`config.mk`:
```
export PLATFORM = sky130hd
export DESIGN_NAME = vpp_div_cell
export DESIGN_NICKNAME = d
export VERILOG_FILES = /design/src/rtl/core/vpp_pkg.sv /design/src/rtl/core/vpp_div_cell.sv
export SDC_FILE = /design/constraint.sdc
export NUM_CORES = 1
export LEC_CHECK = 0
export BUFFER_PORTS_ARGS = -buffer_cell sky130_fd_sc_hd__buf_4
export CORE_AREA = 2 2 478 480
export DETAILED_ROUTE_END_ITERATION = 12
export DIE_AREA = 0 0 480 482
export GPL_TIMING_DRIVEN = 0
export PLACE_DENSITY = 0.4
export SLEW_MARGIN = 30
export SYNTH_ARGS = -nofsm -noshare
export SYNTH_HDL_FRONTEND = slang
export SYNTH_SLANG_ARGS = --single-unit
```
`constraint.sdc`:
```
create_clock -name i_clk -period 9.34 [get_ports i_clk]
set_input_delay 1.868 -clock i_clk [delete_from_list [all_inputs] [get_ports i_clk]]
set_output_delay 1.868 -clock i_clk [all_outputs]
set_load 0.05 [all_outputs]
```
`src/rtl/core/vpp_pkg.sv`:
```
// ----------------------------------------------------------------------------
// Vertex projection package
// Widths, saturation limits and pipeline payload types shared by the
// vertex transform and perspective divide blocks.
// ----------------------------------------------------------------------------
package vpp_pkg;

    localparam int FRAC_BITS = 16;
    localparam int NUM_ROWS  = 4;
    localparam int NUM_LANES = 3;
    localparam int NUM_REGS  = 8;
    localparam int CFG_IDX_W = 3;
    localparam int CFG_W     = 64;
    localparam int COEF_W    = 32;
    localparam int PROD_W    = 64;
    localparam int SUM_W     = 66;
    localparam int MAG_W     = 64;
    // Quotient bits produced by the divider; anything wider saturates.
    localparam int QBITS     = 33;
    localparam int PRE_SH    = QBITS - FRAC_BITS;
    localparam int NODIV_W   = MAG_W - FRAC_BITS;
    localparam int DATA_W    = NUM_LANES * COEF_W;
    localparam int USER_W    = 2;

    localparam logic [COEF_W-1:0] POS_MAX = {1'b0, {(COEF_W-1){1'b1}}};
    localparam logic [COEF_W-1:0] NEG_MAX = {1'b1, {(COEF_W-1){1'b0}}};

    localparam int USER_WZ  = 0;
    localparam int USER_SAT = 1;

    typedef struct packed {
        logic [MAG_W-1:0]   rem;
        logic [QBITS-1:0]   nbits;
        logic [QBITS-1:0]   quo;
        logic               neg;
        logic               ovf;
        logic [NODIV_W-1:0] nodiv;
    } t_lane;

    typedef struct packed {
        t_lane [NUM_LANES-1:0] lane;
        logic [MAG_W-1:0]      den;
        logic                  wz;
        logic                  wneg;
    } t_div;

endpackage

```
`src/rtl/core/vpp_div_cell.sv`:
```
// ----------------------------------------------------------------------------
// Vertex projection divider cell
// One restoring division step for all three lanes, registered.
// ----------------------------------------------------------------------------
module vpp_div_cell import vpp_pkg::*; (
    input  logic i_clk,
    input  logic i_rst_n,
    input  logic i_en,
    input  logic i_valid,
    input  t_div i_d,
    output logic o_valid,
    output t_div o_d
);

    logic r_valid;
    t_div r_d;
    t_div n_d;

    always_comb begin
        logic [MAG_W:0] trial;
        logic [MAG_W:0] diff;
        logic           ge;
        n_d = i_d;
        for (int l = 0; l < NUM_LANES; l++) begin
            trial = {i_d.lane[l].rem, i_d.lane[l].nbits[QBITS-1]};
            diff  = trial - {1'b0, i_d.den};
            ge    = trial >= {1'b0, i_d.den};
            n_d.lane[l].rem   = ge ? diff[MAG_W-1:0] : trial[MAG_W-1:0];
            n_d.lane[l].nbits = i_d.lane[l].nbits << 1;
            n_d.lane[l].quo   = {i_d.lane[l].quo[QBITS-2:0], ge};
        end
    end

    always_ff @(posedge i_clk) begin
        if (!i_rst_n) begin
            r_valid <= 1'b0;
        end else if (i_en) begin
            r_valid <= i_valid;
        end
    end

    always_ff @(posedge i_clk) begin
        if (i_en) begin
            r_d <= n_d;
        end
    end

    assign o_valid = r_valid;
    assign o_d     = r_d;

endmodule

```
; ---- Word-level counts from Yosys, hierarchy flattened
; Index checks and enable logic that the tools add are counted.
[totals]
inputBits = 610
out_inout_bits = 607
word_cells = 31
ff_bits = 604
[op_classes]
addsub = 3
mux = 3
n_lt_le_gt_ge = 3
[op_table]
columns = op, count
row1 = $ge A65 B64 Y1, 3
row2 = $mux W64, 3
row3 = $sub A64 B64 Y64, 3

; ---- Logic depth before layout (Yosys ltp)
[depth]
depth_word = 2
mapped_depth = 17
ltp_nobuf = 15

; ---- Least setup slack after synthesis
; No wires, ideal clock.
[synth_timing]
path_kind = input port to flip-flop
start = input port i_d[541] in the netlist's numbering
end = register r_d, in the netlist o_d[604], data pin
setup_time_ns = 0.264
arrival_time_ns = 4.731
required_time_ns = 9.076
setup_slack_ns = 4.345
stages = 15
path_buffers = 0
path_cell_list = inv_1 ha_1 fa_1 nand2b_1 a21oi_1 a311oi_2 o31ai_1 a21o_2 a21o_1 a21boi_1 o31ai_1 a211oi_1 o21ai_1 xnor2_1 o21ai_1
[synth_lines]
columns = element, line
row1 = from (decl), vpp_div_cell.sv:10  ; input t_div i_d,
row2 = to (signal assigned), vpp_div_cell.sv:44  ; r_d <= n_d;
row3 = to (decl), vpp_div_cell.sv:16  ; t_div r_d;

==> results.py <==
metrics = {
    "outcome": {
        "run_status": "complete, no violations",
    },
    "layout": {
        "fin_cells": 7203,
        "fin_util_pct": 21.3,
        "area_delta_synth_final_pct": 51.0,
        "multi_input_area_sq_mm": 0.0128,
        "layout.nets": 4905,
        "fill_cells": 24800,
        "drive_above_1_share_pct": 35.5,
        "seq_area_sq_mm": 0.0181,
    },
    "route": {
        "drt-initial-drc-count": 2080,
        "routedWlPerCell_um": 32.9,
        "drc_errors": 0,
        "vias_per_cell": 4.05,
        "vias": 29100,
        "drtAntennaViolNets": 0,
        "dr.pass1.iters": 6,
        "wl_mm": 237,
    },
    "die": {
        "dieArea_sq_mm": 0.231,
        "fp.dieW_um": 480,
        "io_pins": 1217,
        "die_y_um": 482,
        "coreArea_sq_mm": 0.226,
        "floorplan.initialDensity_pct": 14.1,
        "rows": 175,
    },
    "worst_setup_path": {
        "crit_path_start_kind": "primary input",
        "critPathRequiredTime_ns": 9.70,
        "crit_type": "primary input to flop",
        "reg2reg_slack_ns": 8.75,
        "r2r_cells": 2,
        "cp_max_fo": 10,
        "arrival_ns": 7.79,
        "worst_setup_path_end_kind": "flop",
    },
    "place": {
        "globalplace.congestion": 0.881,
        "dp_hpwl_mm": 204,
        "io_buffers": 1210,
        "place_inst": 7018,
    },
    "clocking": {
        "cts_resized": 0,
        "htreeDepth": 3,
        "cts.root.buffer_cell": "clkbuf_16",
        "cts_tree": "yes",
        "clkLatencyLatePin_ns": 0.68,
        "post-cts-setup-buffer-count": 0,
        "cts_buffers": 89,
        "cts_hold_buffers": 0,
        "clk_path_buf_depth": 3,
        "cts.clk_slew.worst_paths_ns": 0.05,
        "clock-sinks": 604,
    },
    "power_and_ir_drop": {
        "leakagePower_nw": 19.7,
        "power_density_mw_per_mm2": 213,
        "fin_total_pwr_w": 0.0103,
        "ir_worst_vdd_mv": 0.130,
    },
    "timing": {
        "drv_slew": 0,
        "skew_ns": 0,
        "finalSetupTns_ns": 0,
        "hold_viol": 0,
        "period_minus_slack_ns": 7.43,
        "max_freq_ghz": 0.135,
        "timing.hold.ws_ns": 0.528,
        "tightest_slew_ns": 0.933,
        "maxSlewHeadroom_pct": 37.2,
        "setup_viol": 0,
        "fin_crit_sh_pct": 79.6,
        "rsz0062_at_grt": "false",
    },
    "global_routing": {
        "antenna_found_initial": 104,
        "gr-total-overflow": 0,
        "first_global_vias": 29100,
        "grt_usage_pct": 19.6,
        "grt_pass1_wl_mm": 296,
        "grt_max_degree": 83,
    },
    "logic_synthesis": {
        "synth_edf_count": 603,
        "seq_area_frac_synth_pct": 56.8,
        "synth-async-reset-ratio_pct": 0,
        "synth_seq_cells": 604,
        "synthCells": 2783,
        "postSynthAreaPerCell_sq_um": 11.5,
        "yosys_warnings": 0,
        "synth_cell_type_count": 93,
        "synthFlopType": "edfxtp_1",
        "synth_area_sq_mm": 0.0319,
    },
    "worst_hold_path": {
        "hold_path_class": "flop to flop",
        "min_path_cells": 2,
    },
    "run": {
        "max-cap-violations": 0,
    },
}
[stage by stage]
stage | worst slack (ns) | instance area (sq um)
after floorplan | 4.34 | 31900
after global placement | -0.0928 | 44800
after detailed placement | 0.814 | 45100
after CTS | 1.57 | 48100
after global routing | 1.58 | 48100
final | 1.91 | 48200
[sequential cells by signal (all words and copies together) (netlist names)]
| name | cells |
|---|---|
| o_d | 603 |
| o_valid | 1 |
[report_power, final]
group | leakage (nW) | switching (W) | internal (W)
clock network | 1.45 | 0.00153 | 0.00202
logic | 12.4 | 0.00231 | 0.000948
registers | 5.91 | 0.000121 | 0.00334
total | 19.7 | 0.00396 | 0.00631
[cell families (layout without fill, tap and decap cells)]
group                      count (synthesis)  in the layout  share of synthesized area (%)
AOI/OAI and AO/OA                        830            830                           16.1
and+or+nand+nor                          713            713                           10.5
adders and majority gates                195            195                           7.72
xor gates and xnor gates                 178            178                           4.89
buffers and inverters                    247           1634                           3.33
muxes                                     15             15                          0.643
DFF                                      604            604                           56.8
other                                      1             25                         0.0118
[area by class of cell]
type	count	area share, %
antenna	22	0.114
buffer	117	1.20
clock buffer	95	4.67
clock inverter	68	1.57
inverter	130	1.01
multi-input combinational	1934	26.5
sequential	604	37.6
tap	3009	7.82
timing repair buffer	1224	19.5
[critical path, cell delays in order]
cell and delay [ns]:
buf_4 0.20, inv_1 0.18, ha_1 0.54, nor2b_1 0.26
o2111ai_1 0.25, nand3_1 0.14, a21oi_1 0.41, o21ai_0 0.33
a221oi_1 0.75, clkdlybuf4s15_2 0.33, o21ai_0 0.25, nand3_1 0.19
nand3_1 0.12, nand2_2 0.46, buf_2 0.61, buf_2 0.50
nand2_1 0.13, o41ai_1 0.18
[cell usage in the layout (no fill, tap or decap), drive strengths merged, types with 11 or more instances in the layout]
cell type  netlist  layout
a21boi          11      11
a21oi          278     278
xnor2          107     107
diode            0      22
nor3            33      33
nand2b          27      27
clkbuf          74     169
ha             192     192
a31oi           29      29
and3            24      24
nor2b           29      29
nand2          283     283
a21o            98      98
xor2            71      71
inv            130     135
edfxtp         603     603
a211oi          17      17
mux2            14      14
o21a            15      15
nand4           57      57
or3             11      11
o21bai          37      37
nor2           153     153
buf             43    1266
clkinv           0      47
nand3           42      42
nor4            15      15
o21ai          253     253
[layer usage]
metal | global-route usage, % | wire [um]
met1 | 20.1 | 83800
met5 | 0 | 390
met4 | 5.12 | 5830
met3 | 6.12 | 17800
met2 | 37.8 | 129000
[cell usage after synthesis (15+ instances only)]
library cell	n	area (sq um)
o21bai_1	37	278
a211oi_1	16	120
a21oi_1	274	1370
nand2_1	283	1060
nor2_1	152	571
clkbuf_1	72	270
a31oi_1	29	181
xor2_1	71	622
edfxtp_1	603	18100
nor2b_1	29	181
o21ai_0	228	1140
o21a_1	15	113
ha_1	192	2400
nand4_1	55	344
and3_1	22	138
o21ai_1	23	115
nand2b_1	27	169
nor3_1	32	160
inv_1	129	484
xnor2_1	107	937
a21o_1	97	728
buf_2	22	110
nand3_1	42	210
nor4_1	15	93.8
[path summary, 6_finish.rpt]
check | start | endpoint
worst min register to register | o_valid | o_valid
worst max register to register | o_valid | o_valid
worst min-delay path | o_valid | o_valid
worst max-delay path | i_d[3] | o_d[415]
Note: power is estimated with default switching activity, not from simulation.
