## src/rtl/core/vpp_pkg.sv

```systemverilog
// ----------------------------------------------------------------------------
// Vertex projection package
// Widths, saturation limits and pipeline payload types shared by the
// vertex transform and perspective divide blocks.
// ----------------------------------------------------------------------------
package vpp_pkg;

    localparam int FRAC_BITS = 16;
    localparam int NUM_ROWS  = 4;
    localparam int NUM_LANES = 3;
    localparam int NUM_REGS  = 8;
    localparam int CFG_IDX_W = 3;
    localparam int CFG_W     = 64;
    localparam int COEF_W    = 32;
    localparam int PROD_W    = 64;
    localparam int SUM_W     = 66;
    localparam int MAG_W     = 64;
    // Quotient bits produced by the divider; anything wider saturates.
    localparam int QBITS     = 33;
    localparam int PRE_SH    = QBITS - FRAC_BITS;
    localparam int NODIV_W   = MAG_W - FRAC_BITS;
    localparam int DATA_W    = NUM_LANES * COEF_W;
    localparam int USER_W    = 2;

    localparam logic [COEF_W-1:0] POS_MAX = {1'b0, {(COEF_W-1){1'b1}}};
    localparam logic [COEF_W-1:0] NEG_MAX = {1'b1, {(COEF_W-1){1'b0}}};

    localparam int USER_WZ  = 0;
    localparam int USER_SAT = 1;

    typedef struct packed {
        logic [MAG_W-1:0]   rem;
        logic [QBITS-1:0]   nbits;
        logic [QBITS-1:0]   quo;
        logic               neg;
        logic               ovf;
        logic [NODIV_W-1:0] nodiv;
    } t_lane;

    typedef struct packed {
        t_lane [NUM_LANES-1:0] lane;
        logic [MAG_W-1:0]      den;
        logic                  wz;
        logic                  wneg;
    } t_div;

endpackage

```

## src/rtl/core/vpp_post.sv

```systemverilog
// ----------------------------------------------------------------------------
// Vertex projection result stage
// Rounds the quotient, picks the undivided value when w is zero, applies the
// sign and saturates into the output register.
// ----------------------------------------------------------------------------
module vpp_post import vpp_pkg::*; (
    input  logic              i_clk,
    input  logic              i_rst_n,
    input  logic              i_en,
    input  logic              i_valid,
    input  t_div              i_d,
    output logic              o_valid,
    output logic [DATA_W-1:0] o_data,
    output logic [USER_W-1:0] o_user
);

    logic               r_p_valid;
    logic [NODIV_W-1:0] r_p_q [NUM_LANES];
    logic               r_p_neg [NUM_LANES];
    logic               r_p_wz;
    logic               r_o_valid;
    logic [DATA_W-1:0]  r_o_data;
    logic [USER_W-1:0]  r_o_user;

    logic [NODIV_W-1:0] n_p_q [NUM_LANES];
    logic               n_p_neg [NUM_LANES];
    logic [DATA_W-1:0]  n_o_data;
    logic [USER_W-1:0]  n_o_user;

    always_comb begin
        logic               rnd;
        logic [NODIV_W-1:0] qd;
        for (int l = 0; l < NUM_LANES; l++) begin
            rnd = {i_d.lane[l].rem, 1'b0} >= {1'b0, i_d.den};
            qd  = NODIV_W'(i_d.lane[l].quo) + NODIV_W'(rnd);
            if (i_d.wz) begin
                n_p_q[l]   = i_d.lane[l].nodiv;
                n_p_neg[l] = i_d.lane[l].neg;
            end else begin
                n_p_q[l]   = i_d.lane[l].ovf ? '1 : qd;
                n_p_neg[l] = i_d.lane[l].neg ^ i_d.wneg;
            end
            if (n_p_q[l] == '0) begin
                n_p_neg[l] = 1'b0;
            end
        end
    end

    always_comb begin
        logic sat;
        sat = 1'b0;
        for (int l = 0; l < NUM_LANES; l++) begin
            if (!r_p_neg[l]) begin
                if (r_p_q[l] > NODIV_W'(POS_MAX)) begin
                    n_o_data[l*COEF_W +: COEF_W] = POS_MAX;
                    sat = 1'b1;
                end else begin
                    n_o_data[l*COEF_W +: COEF_W] = r_p_q[l][COEF_W-1:0];
                end
            end else begin
                if (r_p_q[l] > NODIV_W'(NEG_MAX)) begin
                    n_o_data[l*COEF_W +: COEF_W] = NEG_MAX;
                    sat = 1'b1;
                end else begin
                    n_o_data[l*COEF_W +: COEF_W] = COEF_W'(0) - r_p_q[l][COEF_W-1:0];
                end
            end
        end
        n_o_user           = '0;
        n_o_user[USER_WZ]  = r_p_wz;
        n_o_user[USER_SAT] = sat;
    end

    always_ff @(posedge i_clk) begin
        if (!i_rst_n) begin
            r_p_valid <= 1'b0;
            r_o_valid <= 1'b0;
        end else if (i_en) begin
            r_p_valid <= i_valid;
            r_o_valid <= r_p_valid;
        end
    end

    always_ff @(posedge i_clk) begin
        if (i_en) begin
            r_p_q    <= n_p_q;
            r_p_neg  <= n_p_neg;
            r_p_wz   <= i_d.wz;
            r_o_data <= n_o_data;
            r_o_user <= n_o_user;
        end
    end

    assign o_valid = r_o_valid;
    assign o_data  = r_o_data;
    assign o_user  = r_o_user;

endmodule

```

## config.mk

```make
export PLATFORM = sky130hd
export DESIGN_NAME = vpp_post
export DESIGN_NICKNAME = d
export VERILOG_FILES = /design/src/rtl/core/vpp_pkg.sv /design/src/rtl/core/vpp_post.sv
export SDC_FILE = /design/constraint.sdc
export NUM_CORES = 1
export LEC_CHECK = 0
export ABC_AREA = 1
export BUFFER_PORTS_ARGS = -buffer_cell sky130_fd_sc_hd__buf_2
export CAP_MARGIN = 20
export CORE_AREA = 2 2 276 278
export CTS_BUF_LIST = sky130_fd_sc_hd__clkbuf_4
export CTS_CLUSTER_SIZE = 24
export DETAILED_ROUTE_END_ITERATION = 8
export DIE_AREA = 0 0 278 280
export GPL_TIMING_DRIVEN = 0
export PLACE_DENSITY = 0.58
export SKIP_LAST_GASP = 1
export SLEW_MARGIN = 20
export SYNTH_ARGS = -nofsm -noshare
export SYNTH_HDL_FRONTEND = slang
export SYNTH_SLANG_ARGS = --single-unit
```

## constraint.sdc

```tcl
create_clock -name i_clk -period 4.8 [get_ports i_clk]
set_input_delay 0.96 -clock i_clk [delete_from_list [all_inputs] [get_ports i_clk]]
set_output_delay 0.96 -clock i_clk [all_outputs]
set_load 0.01 [all_outputs]
```

Word level (Yosys, flattened, before mapping)
Index checks and enable logic that the tools add are counted.
W data, S select, Z words.
{"block": "op_classes", "addsub": 6, "n_lt_le_gt_ge": 9, "mux": 27, "bitwise": 3, "n_reduce_logical": 3}
{"cell": "$mux W32", "n": 9}
{"cell": "$mux W48", "n": 6}
{"cell": "$ge A65 B64 Y1", "n": 3}
{"cell": "$gt A48 B31 Y1 const B", "n": 3}
{"cell": "$gt A48 B32 Y1 const B", "n": 3}
{"cell": "$logic_not A48 Y1", "n": 3}
{"cell": "$add A33 B1 Y34", "n": 3}
{"cell": "$sub A1 B32 Y32 const A", "n": 3}
{"cell": "$mux W1", "n": 12}
{"cell": "$xor A1 B1 Y1", "n": 3}
{"block": "word_totals", "regBits": 248, "input_bits": 610, "out_inout_bits": 99, "elab_cells": 59}

Logic depth before layout (Yosys ltp)
Gate-level depths: netlist (run 1).
{"block": "depth", "depth_word": 7, "depth_mapped": 29, "ltp_nobuf": 29}

Worst setup path before layout (run 1)
No wires, ideal clock.
{"block": "synth_path", "kind": "in2reg", "startpoint": "in i_d[65] (netlist bit)", "endpoint": "reg r_p_neg[0] (netlist bit), data pin", "setup_time_ns": 0.255, "arrival_ns": 3.687, "required_time_ns": 4.545, "path_slack_ns": 0.858, "stages": 22, "cell_sequence": "inv_1 ha_1 inv_1 nor3_1 nor3b_1 nand3_1 nor3b_1 nand4_1 nand3_1 ha_1 ha_1 inv_1 nor3_1 nand3_1 o21ai_0 nand3_1 nand2_1 nand2_1 nor2_1 nand3_1 nor2_1 nor2_1"}
{"block": "synth_via", "elab_chain_cells": 5}
{"item": "start: declaration", "line": "vpp_post.sv:11", "source": "input t_div i_d,"}
{"item": "$ge A65 B64 Y1", "line": "vpp_post.sv:34", "source": "rnd = {i_d.lane[l].rem, 1'b0} >= {1'b0, i_d.den};"}
{"item": "$add A33 B1 Y34", "line": "vpp_post.sv:35", "source": "qd = NODIV_W'(i_d.lane[l].quo) + NODIV_W'(rnd);"}
{"item": "$mux W48", "line": "vpp_post.sv:40", "source": "n_p_q[l] = i_d.lane[l].ovf ? '1 : qd;"}
{"item": "$mux W48", "line": "vpp_post.sv:36", "source": "if (i_d.wz) begin"}
{"item": "$logic_not A48 Y1", "line": "vpp_post.sv:43", "source": "if (n_p_q[l] == '0) begin"}
{"item": "end signal: assignment", "line": "vpp_post.sv:87", "source": "r_p_neg <= n_p_neg;"}
{"item": "end: declaration", "line": "vpp_post.sv:19", "source": "logic r_p_neg [NUM_LANES];"}
No other way between the ends.
A chain may end at the register's enable or synchronous reset.

Worst setup path after layout (run 1)
Same ends and word-level chain as after synthesis.

==> results.json, run 1 <==
{
  "status": "finished clean",
  "hold_violations": 0,
  "crit_required_ns": 5.32,
  "synth_xor_xnor_area_share_pct": 3.373,
  "yosysTopAreaCell": "edfxtp_1",
  "die-area_um2": 77840,
  "timing.rr.end": "o_data[56]$_DFFE_PP_",
  "seq_area_frac_synth_pct": 35.76,
  "clockBufferDepth": 3,
  "grt.total_usage_pct": 21.91,
  "cts.sinks": 248,
  "synth.area.top_cells": "edfxtp_1, ha_1, nand2_1, inv_1, o21ai_0",
  "fin_crit_sh_pct": 94.79,
  "grt_overflow": 0,
  "syn_to_final_growth_pct": 25.78,
  "netlist_instances": 2785,
  "synthArstFlopShare_pct": 0,
  "synth_compound_area_share_pct": 10.40,
  "drt_drc_violations_left": 0,
  "crit_slowest_cell": "ha_1",
  "grt_pass1_wl_mm": 126.9,
  "fillers": 8102,
  "synth_fa_ha_area_share_pct": 12.11,
  "vias_per_cell": 4.733,
  "wire_per_inst_um": 19.57,
  "postPlaceCellArea_um2": 25110,
  "fmax_mhz": 219.8,
  "timing.max_cap.violations": 0,
  "design_area_um2": 26130,
  "drt_first_pass_iters": 7,
  "cts_tree": "built",
  "fin_util_pct": 34.75,
  "netlist.area_leader.share_pct": 35.56,
  "timing.hold.ws_ns": 0.4049,
  "r2r_cells": 8,
  "syn_avg_cell_area_um2": 7.458,
  "r2r_start": "r_p_q[94]$_DFFE_PP_",
  "io_pins": 709,
  "min-delay-start": "i_valid",
  "critPathMaxStageDelay_ns": 0.32,
  "slew_headroom_pct": 16.29,
  "grt_max_degree": 96,
  "io_buffers": 609,
  "critPathCaptureType": "flip-flop",
  "synth_seq_cells": 248,
  "worst_slew_pin_slew_ns": 1.256,
  "holdPathStages": 3,
  "synth.most_common_cell": "nand2_1",
  "dp_slack_ns": -2.090,
  "antenna_found_initial": 44,
  "initial_core_util_pct": 27.62,
  "power.density_nw_per_um2": 234.3,
  "setup_tns_ns": 0,
  "dp_hpwl_mm": 76.51,
  "setup_viol": 0,
  "min_path_type": "in2reg",
  "hold_path_end": "r_p_valid$_SDFFE_PN0P_",
  "p_leak_nw": 12.30,
  "synth_edf_count": 246,
  "synth_top_family_by_area": "simple AND/OR/NAND/NOR gates",
  "peakVddDrop_uv": 155.0,
  "ys_warn_count": 0,
  "drive_gt1_share_pct": 24.08,
  "post-route-min-period_ns": 4.550,
  "critical_path_class": "in2reg",
  "row_count": 101,
  "grt_pass1_vias": 20712,
  "path_max_fanout": 4,
  "slew_violations": 0,
  "antenna_left": 0,
  "cts_max_level": 2,
  "root_buffer": "clkbuf_4",
  "syn_area_um2": 20770,
  "worst_clock_skew_ns": 0.03214,
  "cts_buffers": 61,
  "fin_ws_ns": 0.2503,
  "crit_family": "simple AND/OR/NAND/NOR gates",
  "vias": 21341,
  "synth_ff_type": "edfxtp_1",
  "nNetsFinal": 4273,
  "cpMostUsedCell": "nand3_1",
  "drtIter0Drc": 1285,
  "gp_congestion": 0.9472,
  "muxShareOfSynthArea_pct": 0,
  "synthSimpleGateAreaFrac_pct": 30.03,
  "path_buf_inv": 6,
  "clkTransAtPathRegs_ns": 0.07,
  "crit_cells": 25,
  "wirelength_mm": 88.24,
  "clock_latency_ns": 0.79,
  "r2r_slack_ns": 2.10,
  "fp.dieH_um": 280,
  "core_um2": 75190,
  "synth_commonest_cells": "nand2_1, inv_1, nor2_1",
  "yosys.cell_types.count": 50,
  "die_w_um": 278,
  "synth_nets": 3596,
  "worstPathArrival_ns": 5.07,
  "critPathLaunchType": "primary input"
}
power breakdown:
| group | internal [mW] | switching (mW) | total, mW |
|---|---|---|---|
| combinational | 0.553 | 0.928 | 1.48 |
| sequential | 2.62 | 0.116 | 2.74 |
| clock | 0.981 | 0.924 | 1.91 |
| total | 4.15 | 1.97 | 6.12 |
worst reg2reg max path: cells and delay by family (launching register included):
kind,cells,cell delay [ns]
AND/OR/NAND/NOR,6,1.64
flip-flops,1,0.36
AO/OA/AOI/OAI,1,0.26
buffers and inverters,1,0.26
repair_timing:
| action | 4_1_cts | 5_1_grt |
|---|---|---|
| hold buffers | 0 | 0 |
| endpoints found under the setup margin | 32 | 2 |
| hold endpoints to repair | 0 | 0 |
| pin swaps | 1 | 2 |
| buffers inserted | 2 | 1 |
| gates resized for setup | 10 | 10 |
how the worst max path moves through the flow:
| stage | from | to | slack, ns |
|---|---|---|---|
| 6_report | i_d[65] | r_p_neg[0]$_SDFFCE_PN0P_ | 0.25 |
| 5_1_grt | i_d[64] | r_p_neg[0]$_SDFFCE_PN0P_ | -0.007 |
| 4_1_cts | i_d[65] | r_p_neg[0]$_SDFFCE_PN0P_ | 0.05 |
| 3_5_place_dp | i_d[65] | r_p_neg[0]$_SDFFCE_PN0P_ | -2.09 |
| 3_3_place_gp | i_d[65] | r_p_neg[0]$_SDFFCE_PN0P_ | -2.15 |
| 2_1_floorplan | i_d[65] | r_p_neg[0]$_SDFFCE_PN0P_ | 0.86 |
cell usage in the layout, fill, tap and decap left out, drive strengths merged, types with 26 or more instances in the layout:
master	Yosys	final
nand2	672	672
buf	23	637
inv	404	405
nor2	298	298
o21ai	255	255
edfxtp	246	246
nand3	219	219
ha	201	201
clkbuf	26	110
a21oi	95	95
xor2	63	63
nand4	50	50
or2	50	50
nor3	47	47
nand3b	28	28
nor4	26	26
state kept, by name (all words and copies together) (netlist names):
name       cells
o_valid        1
r_p_neg        3
o_data        96
r_p_q        144
r_p_wz         1
o_user         2
r_p_valid      1
kinds of logic after synthesis:
family,after synthesis
adder cells (fa/ha/maj),201
XOR/XNOR,80
buffers and inverters,454
AND/OR/NAND/NOR,1400
flip-flops,248
AO/OA/AOI/OAI,402
routing by layer:
metal | share of wire [%] | GRT usage (%) | vias up
met5 | 0.26 | 0 | -
met4 | 3.4 | 8.164 | 36
met3 | 6.5 | 4.938 | 165
met2 | 50 | 39.50 | 708
met1 | 40 | 25.24 | 9652
li1 | - | - | 10780
per-stage QoR:
stage	instances	power, mW
2_1_floorplan	2785	3.519
3_3_place_gp	4372	4.259
6_report	4509	6.122
3_5_place_dp	4374	4.262
5_1_grt	4502	6.498
4_1_cts	4490	6.215
area by class of cell:
class	count	area, um2	area share [%]
Clock buffer	84	630.6	2.414
Timing Repair Buffer	614	3148	12.05
Sequential cell	248	7427	28.43
Inverter	405	1524	5.833
Tap cell	978	1224	4.684
Clock inverter	30	206.4	0.7902
Buffer	49	212.7	0.8141
Antenna cell	18	45.04	0.1724
Multi-Input combinational cell	2083	11710	44.82
Note: power is estimated with default switching activity, not from simulation.
==> run 2: changes to the inputs <==
--- a/config.mk
+++ b/config.mk
@@ -5,16 +5,15 @@
 export SDC_FILE = /design/constraint.sdc
 export NUM_CORES = 1
 export LEC_CHECK = 0
-export ABC_AREA = 1
 export BUFFER_PORTS_ARGS = -buffer_cell sky130_fd_sc_hd__buf_2
 export CAP_MARGIN = 20
-export CORE_AREA = 2 2 276 278
+export CORE_AREA = 2 2 280 282
 export CTS_BUF_LIST = sky130_fd_sc_hd__clkbuf_4
 export CTS_CLUSTER_SIZE = 24
 export DETAILED_ROUTE_END_ITERATION = 8
-export DIE_AREA = 0 0 278 280
+export DIE_AREA = 0 0 282 284
 export GPL_TIMING_DRIVEN = 0
-export PLACE_DENSITY = 0.58
+export PLACE_DENSITY = 0.55
 export SKIP_LAST_GASP = 1
 export SLEW_MARGIN = 20
 export SYNTH_ARGS = -nofsm -noshare
==> run 2 against run 1 <==
Effect of this change:
- the flow now finishes with violations (negative setup slack)
- sequential power hardly changed
- critical path depth is 4 lower
- global-route usage decreased by 0.24 points
- via count decreased by 6.6%
- cell count is 15% lower
- area after synthesis is 8.5% lower
- synthesized cell count shrank 28%
- combinational power hardly changed
- clock power is 12% higher
- fmax fell by 6.7%
- register-to-register slack worse by 1.7 ns
- critical path type unchanged
==> results.json, run 2 <==
{
  "wire_per_inst_um": 23.66,
  "hold_violations": 0,
  "rsz0062_at_grt": "yes",
  "die-area_um2": 80090,
  "drtIter0Drc": 1808,
  "min_path_type": "in2reg",
  "clkTransAtPathRegs_ns": 0.07,
  "cts_max_level": 3,
  "syn_area_um2": 19000,
  "peakVddDrop_uv": 139.2,
  "p_leak_nw": 10.55,
  "slew_violations": 0,
  "io_buffers": 607,
  "die_w_um": 282,
  "seqCellArea_um2": 7427,
  "fin_crit_sh_pct": 101.6,
  "gp_congestion": 0.9530,
  "synth_seq_cells": 248,
  "core_um2": 76960,
  "final_common_cell": "buf_2",
  "slew_headroom_pct": 24.71,
  "worst_clock_skew_ns": 0.06142,
  "clock_latency_ns": 0.79,
  "synth_nets": 2822,
  "grt_pass1_vias": 19110,
  "synth_commonest_cells": "edfxtp_1, nand2_1, ha_1",
  "fin_ws_ns": -0.07703,
  "grt.total_usage_pct": 21.68,
  "ys_warn_count": 0,
  "critical_path_class": "in2reg",
  "timing.max_cap.violations": 0,
  "dp_hpwl_mm": 75.95,
  "grt_max_degree": 72,
  "startpoint": "i_d[44]",
  "postPlaceCellArea_um2": 23500,
  "fmax_mhz": 205.0,
  "antenna_found_initial": 41,
  "row_count": 102,
  "nNetsFinal": 3527,
  "drive_gt1_share_pct": 31.35,
  "critPathCaptureType": "flip-flop",
  "yosys.cell_types.count": 76,
  "largest_reg_flops": 144,
  "netlist.area_leader.share_pct": 38.89,
  "design_area_um2": 25370,
  "cts_tree": "built",
  "cts.sinks": 248,
  "netlist_instances": 2011,
  "r2r_start": "r_p_q[96]$_DFFE_PP_",
  "top_register": "r_p_q",
  "antenna_left": 0,
  "final_cells": 3844,
  "initial_core_util_pct": 24.68,
  "worst_slew_pin_slew_ns": 1.129,
  "path_max_fanout": 5,
  "drt_drc_violations_left": 0,
  "status": "finished with violations",
  "yosysTopAreaCell": "edfxtp_1",
  "fp.dieH_um": 284,
  "r2r_slack_ns": 0.45,
  "finalPower_mw": 6.409,
  "fillers": 8054,
  "worstPathArrival_ns": 5.38,
  "critPathLaunchType": "primary input",
  "clockBufferDepth": 3,
  "setup_viol": 2,
  "synth.area.top_cells": "edfxtp_1, ha_1, nand2_1, o21ai_0, a2bb2oi_1",
  "syn_to_final_growth_pct": 33.55,
  "vias_per_cell": 5.187,
  "synth_ff_type": "edfxtp_1",
  "root_buffer": "clkbuf_4",
  "grt_overflow": 0,
  "critPathMaxStageDelay_ns": 0.56,
  "synth_edf_count": 246,
  "drt_first_pass_iters": 6,
  "cp_cell_sequence": "buf_8 > clkinvlp_4 > ha_1 > a21o_1 > a21o_1 > a21oi_1 > nor2_1 > a2111oi_0 > o21ai_1 > nand2_1 > o2111ai_4 > ha_4 > buf_4 > nand3_1 > xor2_1 > a2bb2oi_1 > nor4_2 > nand4bb_1 > or4_4 > nor4_4 > a31oi_1",
  "grt_pass1_wl_mm": 125.9,
  "wirelength_mm": 90.93,
  "multiInputGateArea_um2": 11510,
  "post-route-min-period_ns": 4.877,
  "dp_cells": 3663,
  "setup_tns_ns": -0.1003,
  "cts_buffers": 71,
  "vias": 19939,
  "crit_slowest_cell": "or4_4",
  "syn_avg_cell_area_um2": 9.446,
  "postCtsHoldBufs": 0,
  "synthArstFlopShare_pct": 0,
  "fin_util_pct": 32.97,
  "most-common-layout-cells": "buf_2, edfxtp_1, nand2_1",
  "power.density_nw_per_um2": 252.6,
  "min-delay-start": "i_rst_n",
  "crit_required_ns": 5.31,
  "cpMostUsedCell": "a21o_1",
  "violations": "negative setup slack",
  "io_pins": 709,
  "seq_area_frac_synth_pct": 39.10,
  "synth.most_common_cell": "edfxtp_1"
}
run 2: cell count changes after synthesis, sizes merged, moves of 56 or more:
cell / delta
a21o: +58
inv: -287
nand2: -449
o21ai: -150
nand3: -172
nor2: -174
o311ai: +57
a2bb2oi: +56
run 2: per-stage QoR:
step	worst slack (ns)	hold WS [ns]
after floorplan	-0.03023	0.4003
after global placement	-2.373	0.4047
after detailed placement	-2.077	0.4098
after CTS	-0.03772	0.2638
after global routing	-0.1723	0.3080
final	-0.07703	0.3768
run 2: worst paths after layout:
kind                         endpoint  cells after the start
max          r_p_neg[2]$_SDFFCE_PN0P_                     21
min            r_p_valid$_SDFFE_PN0P_                      2
max reg2reg      o_data[25]$_DFFE_PP_                      9
min reg2reg       o_user[0]$_DFFE_PP_                      0
run 2: repair_timing:
item	CTS	global route
endpoints found under the hold margin	0	0
gates cloned	0	1
buffers inserted	7	12
endpoints found under the setup margin	11	4
pin swaps	20	25
gates resized for setup	55	73
run 2: cell families (layout without fill, tap and decap cells):
| family | after synthesis | count (layout) | share of synthesized area [%] |
|---|---|---|---|
| and+or+nand+nor | 799 | 800 | 21.64 |
| AOI/OAI and AO/OA | 493 | 493 | 18.54 |
| DFF | 248 | 248 | 39.10 |
| adders and majority gates | 201 | 201 | 13.24 |
| buffers and inverters | 194 | 951 | 3.965 |
| xor gates and xnor gates | 74 | 74 | 3.412 |
| muxes | 2 | 2 | 0.1054 |
| other | 0 | 35 | 0 |
run 2: worst max-delay path, delay by kind of cell:
kind | cells | cell delay [ns]
compound gates | 8 | 1.70
simple gates | 7 | 1.57
buf+inv | 3 | 0.32
xor+xnor | 1 | 0.23
fa+ha+maj | 2 | 0.59
run 2: metal layers:
layer / GRT usage, % / up-vias / routed length [um]
met5: 0 / - / 64
met4: 8.152 / 12 / 3280
met3: 5.195 / 164 / 8162
met2: 37.08 / 1056 / 43820
met1: 26.12 / 9364 / 35600
li1: - / 9343 / -
run 2: cell type report:
type / instances / area share (%)
multi-input combinational: 1570 / 45.38
clock inverter: 20 / 0.6461
buffer: 77 / 1.297
inverter: 117 / 1.776
timing repair buffer: 631 / 13.02
sequential: 248 / 29.28
clock buffer: 106 / 3.137
antenna: 35 / 0.3452
tap: 1040 / 5.129
run 2: where the power goes:
group	switching [mW]	internal, mW	total, mW	leakage, nW
Clock	0.972	1.17	2.14	0.572
Combinational	0.887	0.607	1.49	7.57
Sequential	0.143	2.63	2.77	2.41
==> run 3: changes to the inputs <==
--- a/config.mk
+++ b/config.mk
@@ -8,7 +8,7 @@
 export BUFFER_PORTS_ARGS = -buffer_cell sky130_fd_sc_hd__buf_2
 export CAP_MARGIN = 20
 export CORE_AREA = 2 2 280 282
-export CTS_BUF_LIST = sky130_fd_sc_hd__clkbuf_4
+export CTS_BUF_LIST = sky130_fd_sc_hd__clkbuf_8
 export CTS_CLUSTER_SIZE = 24
 export DETAILED_ROUTE_END_ITERATION = 8
 export DIE_AREA = 0 0 282 284
==> run 3 against run 2 <==
Effect of this change:
- the flow still finishes with violations (negative setup slack)
- clock-buffer cell count down 59
- clock power down 4%
- register-to-register slack about the same
- combinational power up 5%
- global-route usage down 0.096 points
- sequential cell count unchanged
- largest power group unchanged
- critical endpoint unchanged
- utilization up 0.88 points
- non-clock buffer count up 18
- worst hold slack better by 0.046 ns
- cell count down 0.70%
==> results.json, run 3 (same netlist as run 2, synthesis figures left out) <==
{
  "worst_clock_skew_ns": 0.02918,
  "slew_violations": 0,
  "critPathCaptureType": "flip-flop",
  "slew_headroom_pct": 21.32,
  "critical_path_class": "in2reg",
  "cts_tree": "built",
  "critPathLaunchType": "primary input",
  "hold_violations": 0,
  "status": "finished with violations",
  "drive_gt1_share_pct": 32.92,
  "nNetsFinal": 3517,
  "vias": 19762,
  "worstPathArrival_ns": 5.34,
  "die-area_um2": 80090,
  "min_path_type": "reg2reg",
  "drtIter0Drc": 1823,
  "drt_first_pass_iters": 5,
  "vias_per_cell": 5.177,
  "setup_viol": 2,
  "largest_reg_flops": 144,
  "final_cells": 3817,
  "top_register": "r_p_q",
  "antenna_found_initial": 47,
  "clkTransAtPathRegs_ns": 0.06,
  "path_max_fanout": 4,
  "antenna_left": 0,
  "clockBufferDepth": 3,
  "grt_overflow": 0,
  "violations": "negative setup slack",
  "root_buffer": "clkbuf_8",
  "grt_pass1_vias": 19039,
  "fin_util_pct": 33.85,
  "fp.dieH_um": 284,
  "timing.hold.ws_ns": 0.4228,
  "r2r_cells": 9,
  "finalPower_mw": 6.400,
  "p_leak_nw": 10.63,
  "grt_pass1_wl_mm": 125.2,
  "final_common_cell": "buf_2",
  "fmax_mhz": 199.7,
  "timing.max_cap.violations": 0,
  "gp_congestion": 0.9530,
  "fin_ws_ns": -0.2081,
  "syn_to_final_growth_pct": 37.12,
  "rsz0062_at_grt": "yes",
  "core_um2": 76960,
  "grt.total_usage_pct": 21.58,
  "wire_per_inst_um": 23.90,
  "most-common-layout-cells": "buf_2, edfxtp_1, nand2_1",
  "drt_drc_violations_left": 0,
  "dp_hpwl_mm": 75.95,
  "dp_cells": 3663,
  "power.density_nw_per_um2": 245.7,
  "fin_crit_sh_pct": 104.3,
  "die_w_um": 282,
  "clock_latency_ns": 0.61,
  "row_count": 102,
  "grt_max_degree": 72,
  "cts_buffers": 44,
  "cts_max_level": 2,
  "initial_core_util_pct": 24.68,
  "cts.sinks": 248,
  "peakVddDrop_uv": 155.3,
  "post-route-min-period_ns": 5.008,
  "io_buffers": 607,
  "crit_required_ns": 5.13,
  "holdPathStages": 0,
  "wirelength_mm": 91.23,
  "worst_slew_pin_slew_ns": 1.180,
  "io_pins": 709
}
-- run 3: changes by cell type in the layout (fill, tap and decap cells not counted), sizes merged, moves of 2 or more --
cell and delta:
buf +16, clkbuf -58, clkinv -3, diode +2
inv +15
-- run 3: layout make-up --
class / count / area [um2]
Clock inverter: 33 / 242.7
Sequential cell: 248 / 7427
Antenna cell: 37 / 92.59
Fill cell: 7966 / 50910
Tap cell: 1040 / 1301
Buffer: 77 / 344.1
Multi-Input combinational cell: 1569 / 12030
Clock buffer: 47 / 646.9
Inverter: 117 / 475.5
Timing Repair Buffer: 649 / 3490
-- run 3: final timing paths --
path                                     startpoint  slack (ns)                  endpoint
worst max register to register  r_p_q[96]$_DFFE_PP_        0.46      o_data[25]$_DFFE_PP_
worst max-delay path                        i_d[44]       -0.21  r_p_neg[2]$_SDFFCE_PN0P_
worst min register to register     r_p_wz$_DFFE_PP_        0.42       o_user[0]$_DFFE_PP_
worst min-delay path               r_p_wz$_DFFE_PP_        0.42       o_user[0]$_DFFE_PP_
-- run 3: timing repair --
item / CTS / global route
buffers inserted: 17 / 21
gates resized for setup: 121 / 119
hold buffers: 0 / 0
endpoints found under the setup margin: 41 / 6
pin swaps: 43 / 83
-- run 3: through the flow --
step	setup WS (ns)	cell area (um2)	TNS, ns
2_1_floorplan	-0.03023	19030	-0.03023
4_1_cts	-0.2097	25140	-0.3230
5_1_grt	-0.3044	26020	-0.5793
3_5_place_dp	-2.077	23500	-63.27
6_report	-0.2081	26050	-0.3538
3_3_place_gp	-2.373	23370	-345.04
-- run 3: power by group --
| part | internal (mW) | switching, mW | leakage [nW] |
|---|---|---|---|
| Clock | 1.12 | 0.933 | 0.516 |
| Combinational | 0.649 | 0.924 | 7.70 |
| Sequential | 2.63 | 0.142 | 2.41 |
| Total | 4.40 | 2.00 | 10.6 |
-- run 3: per-layer routing --
layer / share of wire [%] / global-route usage [%] / routed length [um] / up-vias
met2: 48 / 35.39 / 43520 / 970
met5: 0.096 / 0 / 88 / -
met3: 9.4 / 6.298 / 8563 / 154
met4: 4.2 / 11.16 / 3803 / 14
met1: 39 / 25.40 / 35260 / 9352
li1: - / - / - / 9272
-- run 3: worst max-delay path: stages --
cell,delay (ns)
buf_6,0.09
inv_6,0.04
ha_1,0.31
a21o_1,0.17
a21o_1,0.17
a21oi_1,0.15
nor2_1,0.06
a2111oi_1,0.43
o21ai_1,0.23
nand2_1,0.20
o2111ai_4,0.22
ha_4,0.25
buf_4,0.14
buf_4,0.14
nand3_4,0.08
xor2_2,0.16
a2bb2oi_2,0.10
nor4_2,0.30
nand4bb_1,0.18
or4_4,0.56
nor4_4,0.26
a31oi_1,0.13
